**config.mk**
```make
export PLATFORM = sky130hd
export DESIGN_NAME = i2c_master_bit_engine
export DESIGN_NICKNAME = d
export VERILOG_FILES = /design/src/hw/rtl/i2cm_pkg.sv /design/src/hw/rtl/i2cm_front.sv /design/src/hw/rtl/i2cm_engine.sv /design/src/hw/rtl/i2c_master_bit_engine.sv
export SDC_FILE = /design/constraint.sdc
export NUM_CORES = 1
export LEC_CHECK = 0
export ABC_AREA = 1
export BUFFER_PORTS_ARGS = -buffer_cell sky130_fd_sc_hd__buf_2
export CAP_MARGIN = 20
export CORE_MARGIN = 4
export CORE_UTILIZATION = 50
export CTS_BUF_LIST = sky130_fd_sc_hd__clkbuf_4 sky130_fd_sc_hd__clkbuf_8 sky130_fd_sc_hd__clkbuf_16
export CTS_CLUSTER_DIAMETER = 80
export DETAILED_ROUTE_END_ITERATION = 12
export GPL_ROUTABILITY_DRIVEN = 0
export PLACE_DENSITY = 0.69
export SETUP_SLACK_MARGIN = 0.5
export SLEW_MARGIN = 40
export SYNTH_ARGS = -nofsm -noshare
export SYNTH_HDL_FRONTEND = slang
export SYNTH_SLANG_ARGS = --single-unit
```
**constraint.sdc**
```tcl
create_clock -name clk -period 4.6 [get_ports clk]
set_input_delay 0.23 -clock clk [delete_from_list [all_inputs] [get_ports clk]]
set_output_delay 0.23 -clock clk [all_outputs]
set_load 0.02 [all_outputs]
```
**src/hw/rtl/i2cm_pkg.sv**
```systemverilog
// Shared types and constants for the I2C master bit engine.
// Used by the front queue, the line engine and the top level.
`timescale 1ns / 1ps

package i2cm_pkg;

    localparam int unsigned QUEUE_DEPTH_DEF = 4;

    localparam logic [15:0] HALF_BIT_RESET = 16'd5;
    localparam logic [3:0]  LAST_DATA_BIT  = 4'd8;
    localparam logic [3:0]  LAST_SEQ_STEP  = 4'd3;

    // raw opcode field values on the input stream
    localparam logic [1:0] OPC_START = 2'd0;
    localparam logic [1:0] OPC_STOP  = 2'd1;
    localparam logic [1:0] OPC_WRITE = 2'd2;
    localparam logic [1:0] OPC_READ  = 2'd3;

    typedef enum logic [1:0] {
        CMD_START = 2'd0,
        CMD_STOP  = 2'd1,
        CMD_WRITE = 2'd2,
        CMD_READ  = 2'd3
    } cmd_kind_t;

    typedef enum logic [6:0] {
        PH_IDLE  = 7'b0000001,
        PH_START = 7'b0000010,
        PH_STOP  = 7'b0000100,
        PH_WR_LO = 7'b0001000,
        PH_WR_HI = 7'b0010000,
        PH_RD_LO = 7'b0100000,
        PH_RD_HI = 7'b1000000
    } phase_t;

    typedef struct packed {
        logic       cmd_valid;
        cmd_kind_t  kind;
        logic [7:0] write_byte;
        logic       send_ack;
        logic       sda_in;
    } tick_item_t;

    typedef struct packed {
        logic [7:0] read_byte;
        logic       ack_received;
        logic       done_res;
        logic       busy_res;
        logic       sda_release;
        logic       scl_out;
    } tick_result_t;

endpackage

```
**src/hw/rtl/i2cm_front.sv**
```systemverilog
// Front end: accepts tick transfers, decodes the opcode and queues the items.
// Depends on i2cm_pkg.
`timescale 1ns / 1ps

module i2cm_front
    import i2cm_pkg::*;
#(
    parameter int unsigned QUEUE_DEPTH = QUEUE_DEPTH_DEF
)
(
    input  logic        clk,
    input  logic        rst_n,
    input  logic        s_axis_tvalid,
    output logic        s_axis_tready,
    input  logic [15:0] s_axis_tdata,
    input  logic [2:0]  s_axis_tuser,
    output logic        q_valid,
    output tick_item_t  q_item,
    input  logic        q_pop
);

    localparam int unsigned PTR_W = (QUEUE_DEPTH > 1) ? $clog2(QUEUE_DEPTH) : 1;
    localparam int unsigned CNT_W = $clog2(QUEUE_DEPTH + 1);

    tick_item_t            slot_reg [QUEUE_DEPTH];
    logic [PTR_W-1:0]      wr_ptr_reg, wr_ptr_next;
    logic [PTR_W-1:0]      rd_ptr_reg, rd_ptr_next;
    logic [CNT_W-1:0]      count_reg, count_next;
    logic                  push;
    tick_item_t            in_item;

    // classify the incoming transfer
    always_comb
    begin
        in_item.cmd_valid  = s_axis_tuser[0];
        in_item.write_byte = s_axis_tdata[7:0];
        in_item.send_ack   = s_axis_tdata[8];
        in_item.sda_in     = s_axis_tdata[9];
        case (s_axis_tuser[2:1])
            OPC_START: in_item.kind = CMD_START;
            OPC_STOP:  in_item.kind = CMD_STOP;
            OPC_WRITE: in_item.kind = CMD_WRITE;
            default:   in_item.kind = CMD_READ;
        endcase
    end

    assign s_axis_tready = (count_reg != CNT_W'(QUEUE_DEPTH));
    assign push          = s_axis_tvalid && s_axis_tready;
    assign q_valid       = (count_reg != '0);
    assign q_item        = slot_reg[rd_ptr_reg];

    always_comb
    begin
        wr_ptr_next = wr_ptr_reg;
        rd_ptr_next = rd_ptr_reg;
        count_next  = count_reg;
        if (push)
        begin
            wr_ptr_next = (wr_ptr_reg == PTR_W'(QUEUE_DEPTH - 1)) ? '0 : wr_ptr_reg + 1'b1;
        end
        if (q_pop)
        begin
            rd_ptr_next = (rd_ptr_reg == PTR_W'(QUEUE_DEPTH - 1)) ? '0 : rd_ptr_reg + 1'b1;
        end
        if (push && !q_pop)
        begin
            count_next = count_reg + 1'b1;
        end
        else if (!push && q_pop)
        begin
            count_next = count_reg - 1'b1;
        end
    end

    always_ff @(posedge clk or negedge rst_n)
    begin
        if (!rst_n)
        begin
            wr_ptr_reg <= '0;
            rd_ptr_reg <= '0;
            count_reg  <= '0;
        end
        else
        begin
            wr_ptr_reg <= wr_ptr_next;
            rd_ptr_reg <= rd_ptr_next;
            count_reg  <= count_next;
        end
    end

    always_ff @(posedge clk)
    begin
        if (push)
        begin
            slot_reg[wr_ptr_reg] <= in_item;
        end
    end

endmodule

```
**src/hw/rtl/i2cm_engine.sv**
```systemverilog
// Back end: the SCL/SDA sequencer, one queued tick per step, with an output register.
// Depends on i2cm_pkg.
`timescale 1ns / 1ps

module i2cm_engine
    import i2cm_pkg::*;
(
    input  logic         clk,
    input  logic         rst_n,
    input  logic         cfg_we,
    input  logic [15:0]  cfg_wdata,
    input  logic         q_valid,
    input  tick_item_t   q_item,
    output logic         q_pop,
    output logic         out_valid,
    input  logic         out_ready,
    output tick_result_t out_result
);

    logic [15:0]  half_ticks_reg;
    phase_t       phase_reg, phase_next;
    logic [15:0]  tick_reg, tick_next;
    logic [3:0]   bit_reg, bit_next;
    logic [7:0]   shift_reg, shift_next;
    logic         ack_flag_reg, ack_flag_next;
    logic         ack_send_reg, ack_send_next;
    logic         scl_reg, scl_next;
    logic         sda_reg, sda_next;
    logic [7:0]   last_read_reg, last_read_next;
    logic         out_valid_reg;
    tick_result_t out_result_reg;

    logic         step;
    logic         done;
    logic         drv;
    logic [15:0]  half_eff;

    assign step      = q_valid && (!out_valid_reg || out_ready);
    assign q_pop     = step;
    assign half_eff  = (half_ticks_reg == '0) ? 16'd1 : half_ticks_reg;
    assign out_valid = out_valid_reg;
    assign out_result = out_result_reg;

    always_comb
    begin
        phase_next     = phase_reg;
        tick_next      = tick_reg;
        bit_next       = bit_reg;
        shift_next     = shift_reg;
        ack_flag_next  = ack_flag_reg;
        ack_send_next  = ack_send_reg;
        scl_next       = scl_reg;
        sda_next       = sda_reg;
        last_read_next = last_read_reg;
        done           = 1'b0;
        drv            = 1'b0;

        if (step)
        begin
            if (phase_reg == PH_IDLE)
            begin
                if (q_item.cmd_valid)
                begin
                    tick_next = '0;
                    bit_next  = '0;
                    drv       = 1'b1;
                    case (q_item.kind)
                        CMD_START: phase_next = PH_START;
                        CMD_STOP:  phase_next = PH_STOP;
                        CMD_WRITE:
                        begin
                            phase_next = PH_WR_LO;
                            shift_next = q_item.write_byte;
                        end
                        default:
                        begin
                            phase_next    = PH_RD_LO;
                            shift_next    = '0;
                            ack_send_next = q_item.send_ack;
                        end
                    endcase
                end
            end
            else if (({1'b0, tick_reg} + 17'd1) < {1'b0, half_eff})
            begin
                tick_next = tick_reg + 1'b1;
            end
            else
            begin
                // end of a half period
                tick_next = '0;
                case (phase_reg)
                    PH_START, PH_STOP:
                    begin
                        if (bit_reg >= LAST_SEQ_STEP)
                        begin
                            phase_next = PH_IDLE;
                            done       = 1'b1;
                        end
                        else
                        begin
                            bit_next = bit_reg + 1'b1;
                            drv      = 1'b1;
                        end
                    end
                    PH_WR_LO:
                    begin
                        phase_next = PH_WR_HI;
                        drv        = 1'b1;
                    end
                    PH_WR_HI:
                    begin
                        if (bit_reg < LAST_DATA_BIT)
                        begin
                            shift_next = {shift_reg[6:0], 1'b0};
                            bit_next   = bit_reg + 1'b1;
                            phase_next = PH_WR_LO;
                            drv        = 1'b1;
                        end
                        else
                        begin
                            ack_flag_next = !q_item.sda_in;
                            phase_next    = PH_IDLE;
                            scl_next      = 1'b0;
                            sda_next      = 1'b1;
                            done          = 1'b1;
                        end
                    end
                    PH_RD_LO:
                    begin
                        phase_next = PH_RD_HI;
                        drv        = 1'b1;
                    end
                    PH_RD_HI:
                    begin
                        if (bit_reg < LAST_DATA_BIT)
                        begin
                            shift_next = {shift_reg[6:0], q_item.sda_in};
                            bit_next   = bit_reg + 1'b1;
                            if (bit_next == LAST_DATA_BIT)
                            begin
                                last_read_next = shift_next;
                            end
                            phase_next = PH_RD_LO;
                            drv        = 1'b1;
                        end
                        else
                        begin
                            phase_next = PH_IDLE;
                            scl_next   = 1'b0;
                            sda_next   = 1'b1;
                            done       = 1'b1;
                        end
                    end
                    default: phase_next = PH_IDLE;
                endcase
            end

            // set line levels for the step just entered
            if (drv)
            begin
                case (phase_next)
                    PH_START:
                    begin
                        case (bit_next)
                            4'd0: sda_next = 1'b1;
                            4'd1:
                            begin
                                scl_next = 1'b1;
                                sda_next = 1'b1;
                            end
                            4'd2:
                            begin
                                scl_next = 1'b1;
                                sda_next = 1'b0;
                            end
                            default:
                            begin
                                scl_next = 1'b0;
                                sda_next = 1'b0;
                            end
                        endcase
                    end
                    PH_STOP:
                    begin
                        case (bit_next)
                            4'd0: scl_next = 1'b0;
                            4'd1:
                            begin
                                scl_next = 1'b0;
                                sda_next = 1'b0;
                            end
                            4'd2:
                            begin
                                scl_next = 1'b1;
                                sda_next = 1'b0;
                            end
                            default:
                            begin
                                scl_next = 1'b1;
                                sda_next = 1'b1;
                            end
                        endcase
                    end
                    PH_WR_LO:
                    begin
                        scl_next = 1'b0;
                        sda_next = (bit_next < LAST_DATA_BIT) ? shift_next[7] : 1'b1;
                    end
                    PH_RD_LO:
                    begin
                        scl_next = 1'b0;
                        sda_next = (bit_next < LAST_DATA_BIT) ? 1'b1 : !ack_send_next;
                    end
                    PH_WR_HI, PH_RD_HI: scl_next = 1'b1;
                    default: scl_next = scl_next;
                endcase
            end
        end
    end

    always_ff @(posedge clk or negedge rst_n)
    begin
        if (!rst_n)
        begin
            half_ticks_reg <= HALF_BIT_RESET;
            phase_reg      <= PH_IDLE;
            tick_reg       <= '0;
            bit_reg        <= '0;
            shift_reg      <= '0;
            ack_flag_reg   <= 1'b0;
            ack_send_reg   <= 1'b0;
            scl_reg        <= 1'b1;
            sda_reg        <= 1'b1;
            last_read_reg  <= '0;
            out_valid_reg  <= 1'b0;
        end
        else
        begin
            if (cfg_we)
            begin
                half_ticks_reg <= cfg_wdata;
            end
            phase_reg     <= phase_next;
            tick_reg      <= tick_next;
            bit_reg       <= bit_next;
            shift_reg     <= shift_next;
            ack_flag_reg  <= ack_flag_next;
            ack_send_reg  <= ack_send_next;
            scl_reg       <= scl_next;
            sda_reg       <= sda_next;
            last_read_reg <= last_read_next;
            if (step)
            begin
                out_valid_reg <= 1'b1;
            end
            else if (out_ready)
            begin
                out_valid_reg <= 1'b0;
            end
        end
    end

    always_ff @(posedge clk)
    begin
        if (step)
        begin
            out_result_reg.scl_out      <= scl_next;
            out_result_reg.sda_release  <= sda_next;
            out_result_reg.busy_res     <= (phase_next != PH_IDLE);
            out_result_reg.done_res     <= done;
            out_result_reg.ack_received <= ack_flag_next;
            out_result_reg.read_byte    <= last_read_next;
        end
    end

endmodule

```
**src/hw/rtl/i2c_master_bit_engine.sv**
```systemverilog
// I2C master bit engine: one tick transfer in gives one line-state transfer out.
// Result path: the input transfer is written into the queue, then the engine step registers the result.
// Throughput: one tick per cycle while the output is not stalled; each engine step takes one queued tick.
// The tick queue (QUEUE_DEPTH entries) lets input run ahead of a stalled output.
// Reset (rst_n low, asynchronous): idle, SCL and SDA released, half period 5 ticks.
// Depends on i2cm_pkg, i2cm_front and i2cm_engine.
`timescale 1ns / 1ps

module i2c_master_bit_engine
    import i2cm_pkg::*;
#(
    parameter int unsigned QUEUE_DEPTH = QUEUE_DEPTH_DEF
)
(
    input  logic        clk,
    input  logic        rst_n,
    input  logic        cfg_we,
    input  logic [15:0] cfg_wdata,      // half_bit_ticks
    input  logic        s_axis_tvalid,
    output logic        s_axis_tready,
    input  logic [15:0] s_axis_tdata,   // [7:0] write_byte, [8] send_ack, [9] sda_in, rest 0
    input  logic [2:0]  s_axis_tuser,   // [0] cmd_valid, [2:1] opcode
    output logic        m_axis_tvalid,
    input  logic        m_axis_tready,
    output logic [15:0] m_axis_tdata    // [0] scl_out, [1] sda_release, [2] busy_res,
                                        // [3] done_res, [4] ack_received, [12:5] read_byte
);

    logic         q_valid;
    tick_item_t   q_item;
    logic         q_pop;
    tick_result_t result;

    i2cm_front #(
        .QUEUE_DEPTH (QUEUE_DEPTH)
    ) u_front (
        .clk           (clk),
        .rst_n         (rst_n),
        .s_axis_tvalid (s_axis_tvalid),
        .s_axis_tready (s_axis_tready),
        .s_axis_tdata  (s_axis_tdata),
        .s_axis_tuser  (s_axis_tuser),
        .q_valid       (q_valid),
        .q_item        (q_item),
        .q_pop         (q_pop)
    );

    i2cm_engine u_engine (
        .clk        (clk),
        .rst_n      (rst_n),
        .cfg_we     (cfg_we),
        .cfg_wdata  (cfg_wdata),
        .q_valid    (q_valid),
        .q_item     (q_item),
        .q_pop      (q_pop),
        .out_valid  (m_axis_tvalid),
        .out_ready  (m_axis_tready),
        .out_result (result)
    );

    assign m_axis_tdata = {3'b000, result.read_byte, result.ack_received, result.done_res,
                           result.busy_res, result.sda_release, result.scl_out};

endmodule

```
After elaboration in Yosys (flattened, before gate mapping)
Memories as Yosys holds them, arrays and structs flattened.
Cells that the tools add are included.
W data, S select, Z words.
{"block": "word_totals", "reg_bits": 84, "mem_bits_rw": 52, "in_bits": 40, "wordCells": 174, "memories": 1}
{"memory": "u_front.slot_reg", "depth": 4, "width": 13, "read_ports": 1, "rd_ports_with_merged_regs": 0, "wr": 1, "line_no": "i2cm_front.sv:25", "rtl": "tick_item_t slot_reg [QUEUE_DEPTH];"}
{"block": "classes", "add_sub_neg": 7, "n_lt_le_gt_ge": 4, "eq_ne": 29, "n_mux": 82, "reduce_logical": 30}
{"cell": "$mux W8", "n": 11}
{"cell": "$mux W16", "n": 4}
{"cell": "$mux W7", "n": 6}
{"cell": "$mux W1", "n": 37}
{"cell": "$pmux W7 S5", "n": 1}
{"cell": "$pmux W8 S2", "n": 2}
{"cell": "$mux W4", "n": 7}
{"cell": "$pmux W6 S3", "n": 1}
{"cell": "$reduce_or A2 Y1", "n": 9}
{"cell": "$add A16 B1 Y17 const B", "n": 1}
{"cell": "$lt A17 B16 Y1", "n": 1}
{"cell": "$add A16 B1 Y16 const B", "n": 1}
{"cell": "$logic_not A16 Y1", "n": 1}
{"cell": "$eq A7 B2 Y1 const B", "n": 2}
{"cell": "$eq A7 B3 Y1 const B", "n": 2}
{"cell": "$eq A7 B4 Y1 const B", "n": 2}
{"cell": "$eq A7 B5 Y1 const B", "n": 2}
{"cell": "$eq A7 B6 Y1 const B", "n": 2}
{"cell": "$eq A7 B7 Y1 const B", "n": 2}
{"cell": "$eq A2 B2 Y1 const B", "n": 4}
{"cell": "$lt A4 B4 Y1 const B", "n": 2}
{"cell": "$pmux W1 S4", "n": 2}
{"cell": "$pmux W4 S2", "n": 1}
{"cell": "$eq A7 B1 Y1 const B", "n": 1}
{"cell": "30 further kinds", "n": 48}

Depth between registers and ports, before layout
Gate-level depths: netlist of run 1.
{"block": "depth", "word_depth": 12, "mapped_depth": 29, "mapped_depth_nobuf": 29}

Hierarchy
Synthesis of run 1 repeated with hierarchy kept, for this count alone.
{"block": "unflattened", "cells_unflattened": 817, "area_unflattened_um2": 7314.5}
{"mod": "i2cm_engine", "n_inst": 1, "cells_each": 603, "area_each_um2": 4737.0, "seq_area_each_um2": 1998.2}
{"mod": "i2cm_front", "n_inst": 1, "cells_each": 210, "area_each_um2": 2551.2, "seq_area_each_um2": 1736.7}
{"mod": "i2c_master_bit_engine", "n_inst": 1, "cells_each": 4, "area_each_um2": 26.3, "seq_area_each_um2": 0.0}

Worst setup path after synthesis of run 1
Ideal clock, no wire load.
{"block": "synth_timing", "path_type": "flip-flop to flip-flop", "startpoint": "reg u_engine.tick_reg[2]", "endpoint": "reg u_engine.out_result_reg, in the netlist u_engine.out_result[1] (data pin)", "setup_ns": 0.259, "arrival_time_ns": 3.350, "required_ns": 4.341, "setup_slack_ns": 0.992, "stages_incl_launch_ff": 28, "period_less_slack_ns": 3.608, "cell_sequence": "dfrtp_1 nand3_1 nor2_1 nand2_1 nor3_1 nand3_1 nor3_1 xor2_1 inv_1 ha_1 nand2_1 nor2_1 nand3_1 nor3_2 nand2_4 nand3_4 buf_6 inv_2 nand2_1 nand3_2 nor2_2 nand3_1 nand2_1 nor2_1 nor2_1 nand3_1 nand3_1 nand2_1"}
{"block": "synth_between", "elab_chain_cells": 11, "word_cells_on_any_way": 32, "cone_classes": "add/sub (1); order compare (2); eq/ne (6); mux (20); reduce/logical (3)"}
{"element": "from (decl)", "line_no": "i2cm_engine.sv:22", "rtl": "logic [15:0] tick_reg, tick_next;"}
{"element": "from (signal assigned)", "line_no": "i2cm_engine.sv:245", "rtl": "tick_reg <= tick_next;"}
{"element": "$add A16 B1 Y17 (*)", "line_no": "i2cm_engine.sv:84", "rtl": "else if (({1'b0, tick_reg} + 17'd1) < {1'b0, half_eff})"}
{"element": "$lt A17 B16 Y1 (*)", "line_no": "i2cm_engine.sv:84"}
{"element": "$mux W4", "line_no": "i2cm_engine.sv:84"}
{"element": "$mux W4", "line_no": "i2cm_engine.sv:60", "rtl": "if (phase_reg == PH_IDLE)"}
{"element": "$mux W4", "line_no": "i2cm_engine.sv:58", "rtl": "if (step)"}
{"element": "$eq A4 B2 Y1, or another cell as far along", "line_no": "i2cm_engine.sv:186", "rtl": "case (bit_next)"}
{"element": "$reduce_or A2 Y1 (no line)"}
{"element": "$pmux W1 S2 / $mux W1 (equally long branches)", "line_no": "i2cm_engine.sv:186, i2cm_engine.sv:165"}
{"element": "$pmux W1 S4", "line_no": "i2cm_engine.sv:162", "rtl": "case (phase_next)"}
{"element": "$mux W1 (*)", "line_no": "i2cm_engine.sv:160", "rtl": "if (drv)"}
{"element": "$mux W1 (*)", "line_no": "i2cm_engine.sv:58"}
{"element": "net u_engine.sda_next", "line_no": "i2cm_engine.sv:28", "rtl": "logic sda_reg, sda_next;"}
{"element": "to (decl)", "line_no": "i2cm_engine.sv:31", "rtl": "tick_result_t out_result_reg;"}
The timed path passes the listed nets; every way through them passes the cells marked *. The select of a mux whose other input is x is not followed.
A chain may end at the register's enable or synchronous reset.

Worst setup path after layout of run 1
{"block": "layout_timing", "startpoint": "reg u_engine.tick_reg[0]", "endpoint": "reg u_engine.out_result_reg, in the netlist u_engine.out_result[1] (data pin)"}
The elaborated chain is that of the path after synthesis.

==> results of run 1 <==
==> timing repair <==
| action | in CTS | in global routing |
|---|---|---|
| buffers inserted | 3 | 19 |
| pin swaps | 2 | 26 |
| resized for setup | 5 | 50 |
| hold buffers | 3 | 1 |
| endpoints found under the setup margin | 21 | 22 |
| hold endpoints to repair | 69 | 1 |
==> through the flow <==
step	total power, mW	area, um^2
after floorplan	3.02	7030
after global placement	3.42	7450
after detailed placement	3.50	7460
after CTS	4.84	8120
after global routing	5.34	8490
final	4.98	8490
==> kinds of logic (layout without fill, tap and decap cells) <==
group	count (synthesis)	in the layout	share of synthesized area, %
AO/OA/AOI/OAI	135	135	11.1
XOR/XNOR	16	16	2.00
adder cells (fa/ha/maj)	25	25	4.56
buffers and inverters	126	217	7.11
flip-flops	136	136	53.2
multiplexers	8	8	1.28
other	1	3	0.0534
AND/OR/NAND/NOR	315	315	20.7
==> power groups by stage <==
stage | clock network (mW) | logic, mW | registers, mW
final | 1.32 | 1.85 | 1.81
after global routing | 1.40 | 2.09 | 1.85
after CTS | 1.34 | 1.71 | 1.80
after detailed placement | 0 | 1.68 | 1.82
after global placement | 0 | 1.62 | 1.80
after floorplan | 0 | 1.24 | 1.78
==> area by class of cell <==
class	instances	area [um^2]	area share [%]
clock inverter	14	125	1.47
inverter	104	395	4.66
timing repair buffer	81	514	6.06
clock buffer	18	450	5.30
tap	180	225	2.65
sequential	136	3740	44.0
multi-input combinational	502	3040	35.8
==> cell usage in the layout (no fill, tap or decap), drive strengths merged <==
| cell type | n |
|---|---|
| dlygate4sd3 | 4 |
| buf | 77 |
| nand2 | 159 |
| a32oi | 4 |
| dfstp | 5 |
| xor2 | 15 |
| dfrtp | 66 |
| nand4 | 10 |
| a31oi | 7 |
| nor3 | 10 |
| xnor2 | 1 |
| clkinv | 3 |
| o221ai | 1 |
| clkinvlp | 3 |
| o21bai | 1 |
| conb | 3 |
| a32o | 1 |
| clkbuf | 18 |
| o21ai | 78 |
| o2111ai | 1 |
| inv | 112 |
| a21oi | 17 |
| nand3 | 38 |
| o22ai | 21 |
| edfxtp | 65 |
| o211ai | 1 |
| ha | 24 |
| fa | 1 |
| nor2 | 92 |
| o21a | 3 |
| mux2 | 8 |
| nor4 | 3 |
| nand3b | 3 |
==> metal layers <==
metal / track usage (%) / share of wire (%) / up-vias
met5: 0 / 0 / -
met4: 6.50 / 1.6 / 0
met3: 5.26 / 5.2 / 22
met2: 30.9 / 48 / 138
met1: 26.1 / 46 / 2536
li1: - / - / 2704
==> path summary, 6_finish.rpt <==
| path | startpoint | to | slack [ps] | cells past startpoint |
|---|---|---|---|---|
| min in group asynchronous | rst_n | u_engine.half_ticks_reg[4]$_DFFE_PN0P_ | 440 | 3 |
| worst min-delay path | s_axis_tdata[9] | u_front.slot_reg[1][0]$_DFFE_PP_ | 10 | 1 |
| worst max-delay path | u_engine.tick_reg[0]$_DFFE_PN0P_ | u_engine.out_result[1]$_DFFE_PP_ | 610 | 28 |
| max in group asynchronous | rst_n | u_front.rd_ptr_reg[0]$_DFFE_PN0P_ | 3670 | 3 |
| worst max register to register | u_engine.tick_reg[0]$_DFFE_PN0P_ | u_engine.out_result[1]$_DFFE_PP_ | 610 | 28 |
| worst min register to register | u_engine.shift_reg[7]$_DFFE_PN0P_ | u_engine.shift_reg[7]$_DFFE_PN0P_ | 490 | 2 |
==> results.tsv, run 1 <==
metric	value	unit
status	complete, no violations	
Synth Cell Area	0.00702	mm^2
P_int	2.96	mW
CTS max path bufs	2	
Starting Density	50.8	%
Post-synth top cells	nand2_1, inv_1, nor2_1	
Min Clock Period, post-route	3990	ps
Worst setup SP type	flop	
logic gate share of total power	37.1	%
Critical Path Max Stage Delay	440	ps
Leak	3.82	nW
Clock Latency Late Sink	430	ps
Crit path required time	4770	ps
Seq pwr share	36.4	%
initial antenna violation count	0	
pre-CTS WS	284	ps
Critical path buffers and inverters	4	
nets	907	
final hold vios	0	
Sw Pwr	2.02	mW
most common flop cell mapped by yosys	dfrtp_1	
vias in the first global route	5215	
Seq/Total Area, Yosys	53.2	%
dpl hpwl	10100	um
VDD IR-drop max	0.000454	V
final core occ	61.4	%
unique cell type count in the Yosys netlist	48	
drt pass-1 iters	5	
first-pass GRT wire length	24900	um
initial detailed-routing violation count	401	
CP max stage cell	dfrtp_2	
CTS tree	built	
Rows	43	
max reg flops	52	
post-synth top area cell	edfxtp_1	
fmax	251	MHz
clock share of power	26.4	%
via count	5400	
clock root cell	clkbuf_16	
cells after synthesis	762	
Worst Hold Class	primary input to flop	
ANT nets after route	0	
Filler Cell Count	1102	
Vias/cell	5.22	
largest net degree at the start of global routing	72	
worst slew pin tran	661	ps
fin. max-slew vios	0	
CTS Buf Count	17	
Die X-Extent	126	um
CP max FO	6	
cell count after placement	977	
post-route insts no fill	1035	
Total Wirelength	15200	um
Yosys warning count	0	
core area	0.0138	mm^2
Synth top area share	27.8	%
Worst-path clk slew	60	ps
Setup-failing EPs final	0	
flops & latches, synth	136	
setup TNS	0	ps
depth of the CTS H-tree	4	
hold_ws	10.5	ps
CP Capture Type	flop	
IO buf count	48	
most common cell in the netlist	nand2_1	
share of cells above drive strength 1	23.4	%
Cell Pwr Density	586	mW/mm^2
number of synthesized flops with an enable pin	65	
Layout area overhead	21.0	%
final worst-path cycle share	86.8	%
gr ovfl total	0	
top cells by area, synth	edfxtp_1, dfrtp_1, nand2_1, inv_1, o21ai_0	
crit-path leading delay family	simple AND/OR/NAND/NOR gates	
Worst EP arrival	4160	ps
Avg Inst Size Synth	9.21	um^2
GRT Util Overall	19.5	%
fin worst setup slack	608	ps
# IOs	58	
diodes inserted	0	
die area	0.0160	mm^2
Async SR Flop Fraction	52.2	%
relative slew slack	55.9	%
RSZ-0062 raised after global routing	no	
DR WL/cell	14.7	um
chip height	126	um
Max Cap Violations	0	
Sw Share	40.6	%
Crit Path Category	flop to flop	
clk sink count	136	
Clock Skew	6.42	ps
DRC	0	
No activity file was read; power rests on OpenSTA's default activity.
==> run 2: changes to the inputs <==
Settings changed: ABC_AREA 1 to default, CORE_UTILIZATION 50 to 40, PLACE_DENSITY 0.69 to 0.57.
==> run 2 against run 1 <==
  * Non-clock buffer count decreased by 11
  * Clock power increased by 5%
  * Clock-buffer cell count increased by 1
  * Maximum frequency increased by 1.2%
  * First-iteration DRC count decreased by 39%
  * Setup slack improved by 47 ps
  * Die area increased by 17%
  * Largest cell class unchanged
==> results.tsv, run 2 <==
metric	value	unit
diodes inserted	0	
Rows	46	
Worst setup SP type	flop	
cell count after placement	835	
CP max stage cell	dfrtp_1	
Synth Cell Area	0.00665	mm^2
design area	0.00799	mm^2
DR WL/cell	16.5	um
largest net degree at the start of global routing	72	
Seq/Total Area, Yosys	56.2	%
Clock Latency Late Sink	420	ps
CTS tree	built	
CP dominant cell by count	and3_4	
initial antenna violation count	0	
worst-path cell chain	buf_4 > ha_4 > nand3_4 > nor3_4 > and3_4 > nand3_1 > xnor2_2 > ha_1 > and3_4 > and3_4 > nand3_4 > o211ai_4 > nor2_4 > buf_6 > or3_1 > o2111a_2 > nand4_2 > o21ai_1 > o31a_1	
total power	4.19	mW
Crit path required time	4760	ps
most common cell in the netlist	nand2_1	
IO buf count	48	
logic gate share of total power	27.2	%
max reg flops	52	
clock root cell	clkbuf_16	
initial detailed-routing violation count	244	
GRT Util Overall	16.7	%
most common flop cell mapped by yosys	dfrtp_1	
final core occ	49.7	%
Die X-Extent	137	um
Cell Pwr Density	525	mW/mm^2
Crit Path Category	flop to flop	
Setup-failing EPs final	0	
DRC	0	
post-synth top area cell	edfxtp_1	
P_int	2.82	mW
setup TNS	0	ps
post-route insts no fill	880	
clock share of power	33.2	%
Total Wirelength	14600	um
Avg Inst Size Synth	11.3	um^2
worst r2r dst	u_engine.out_result[1]$_DFFE_PP_	
Crit. Startpoint	u_engine.tick_reg[0]$_DFFE_PN0P_	
CP Capture Type	flop	
Starting Density	41.4	%
ANT nets after route	0	
R2R Setup Slk	660	ps
unique cell type count in the Yosys netlist	65	
gr ovfl total	0	
fin. max-slew vios	0	
Worst Hold Class	primary input to flop	
Vias/cell	5.27	
Min Clock Period, post-route	3940	ps
via count	4639	
final worst-path cycle share	85.7	%
Seq pwr share	39.6	%
Setup crit end	u_engine.out_result[1]$_DFFE_PP_	
Async SR Flop Fraction	52.2	%
VDD IR-drop max	0.000323	V
relative slew slack	46.5	%
status	complete, no violations	
RSZ-0062 raised after global routing	no	
Sw Pwr	1.38	mW
dpl hpwl	9800	um
top cells by area, synth	edfxtp_1, dfrtp_1, nand2_1, ha_1, mux4_2	
Critical Path Max Stage Delay	340	ps
Leak	3.36	nW
Max Cap Violations	0	
worst r2r src	u_engine.tick_reg[0]$_DFFE_PN0P_	
Yosys warning count	0	
first-pass GRT wire length	24100	um
CP max FO	5	
commonest non-fill, non-tap cell in the layout	nand2_1	
Hold Path Cell Cnt	1	
CTS Buf Count	17	
number of synthesized flops with an enable pin	65	
cells after synthesis	587	
most frequent cells in the layout	nand2_1, edfxtp_1, dfrtp_1	
Placed Area	0.00712	mm^2
die area	0.0187	mm^2
Post-synth top cells	nand2_1, dfrtp_1, edfxtp_1	
Clock Skew	12.1	ps
fmax	254	MHz
chip height	137	um
Worst EP arrival	4110	ps
drt pass-1 iters	4	
final hold vios	0	
Layout area overhead	20.2	%
clk sink count	136	
# IOs	58	
FF-to-FF path depth	19	
CTS max path bufs	2	
core area	0.0161	mm^2
Synth top area share	29.4	%
nets	716	
Filler Cell Count	1399	
worst slew pin tran	801	ps
Worst-path clk slew	60	ps
Sw Share	32.9	%
flops & latches, synth	136	
vias in the first global route	4764	
depth of the CTS H-tree	4	
share of cells above drive strength 1	24.1	%
-- run 2: routing by layer --
layer  wire (um)  GRT usage (%)  share of wire [%]  up-vias
li1            -              -                  -     2272
met1        6470           21.2                 44     2261
met2        7370           28.2                 51       87
met3         512           3.64                3.5       19
met4         210           5.93                1.4        0
met5           0              0                  0        -
-- run 2: repair_timing --
| action | in CTS | in global routing |
|---|---|---|
| pin swaps | 3 | 10 |
| buffers inserted | 2 | 4 |
| setup endpoints to repair | 20 | 25 |
| hold endpoints to repair | 82 | 0 |
| hold buffers | 6 | 0 |
| resized for setup | 16 | 15 |
| cloned | 1 | 0 |
-- run 2: area by class of cell --
type	instances	area, um^2	area share, %
Sequential cell	136	3740	46.8
Tap cell	216	270	3.38
Timing Repair Buffer	70	428	5.36
Clock inverter	13	158	1.97
Inverter	25	93.8	1.18
Clock buffer	19	447	5.59
Multi-Input combinational cell	401	2850	35.7
-- run 2: metrics by stage --
| step | hold WS, ps | setup WS, ps |
|---|---|---|
| floorplan | -65.6 | 723 |
| global placement | 438 | 276 |
| detailed placement | 315 | 129 |
| CTS | 1.53 | 505 |
| global route | 6.05 | 494 |
| finish | 20.5 | 656 |
-- run 2: how the worst min path moves through the flow --
stage                                       end  slack, ps            start
3_3_place_gp    u_engine.bit_reg[1]$_DFFE_PN0P_        440            rst_n
3_5_place_dp    u_engine.bit_reg[1]$_DFFE_PN0P_        310            rst_n
5_1_grt        u_front.slot_reg[2][5]$_DFFE_PP_          6  s_axis_tdata[3]
6_report       u_front.slot_reg[2][5]$_DFFE_PP_         20  s_axis_tdata[3]
4_1_cts        u_front.slot_reg[3][5]$_DFFE_PP_          2  s_axis_tdata[3]
2_1_floorplan   u_engine.ack_flag_reg$_DFF_PN0_        -70            rst_n
-- run 2: kinds of logic after synthesis --
kind of cell | share of synthesized area [%]
buffers and inverters | 3.20
multiplexers | 7.19
XOR/XNOR | 2.37
AO/OA/AOI/OAI | 9.83
other | 0.0564
flip-flops | 56.2
adder cells (fa/ha/maj) | 4.82
AND/OR/NAND/NOR | 16.3
-- run 2: worst max-delay path: cells and delay by family (launching register included) --
| kind | cells | cell delay, ps |
|---|---|---|
| buffers and inverters | 2 | 260 |
| AOI/OAI and AO/OA | 4 | 820 |
| adders and majority gates | 2 | 460 |
| and+or+nand+nor | 10 | 1630 |
| xor gates and xnor gates | 1 | 170 |
| DFF | 1 | 340 |
-- run 2: power by group through the flow --
stage / clock network (mW) / registers, mW / logic [mW]
floorplan: 0 / 1.66 / 0.785
global placement: 0 / 1.66 / 1.06
detailed placement: 0 / 1.67 / 1.10
CTS: 1.42 / 1.66 / 1.13
global route: 1.49 / 1.69 / 1.29
finish: 1.39 / 1.66 / 1.14
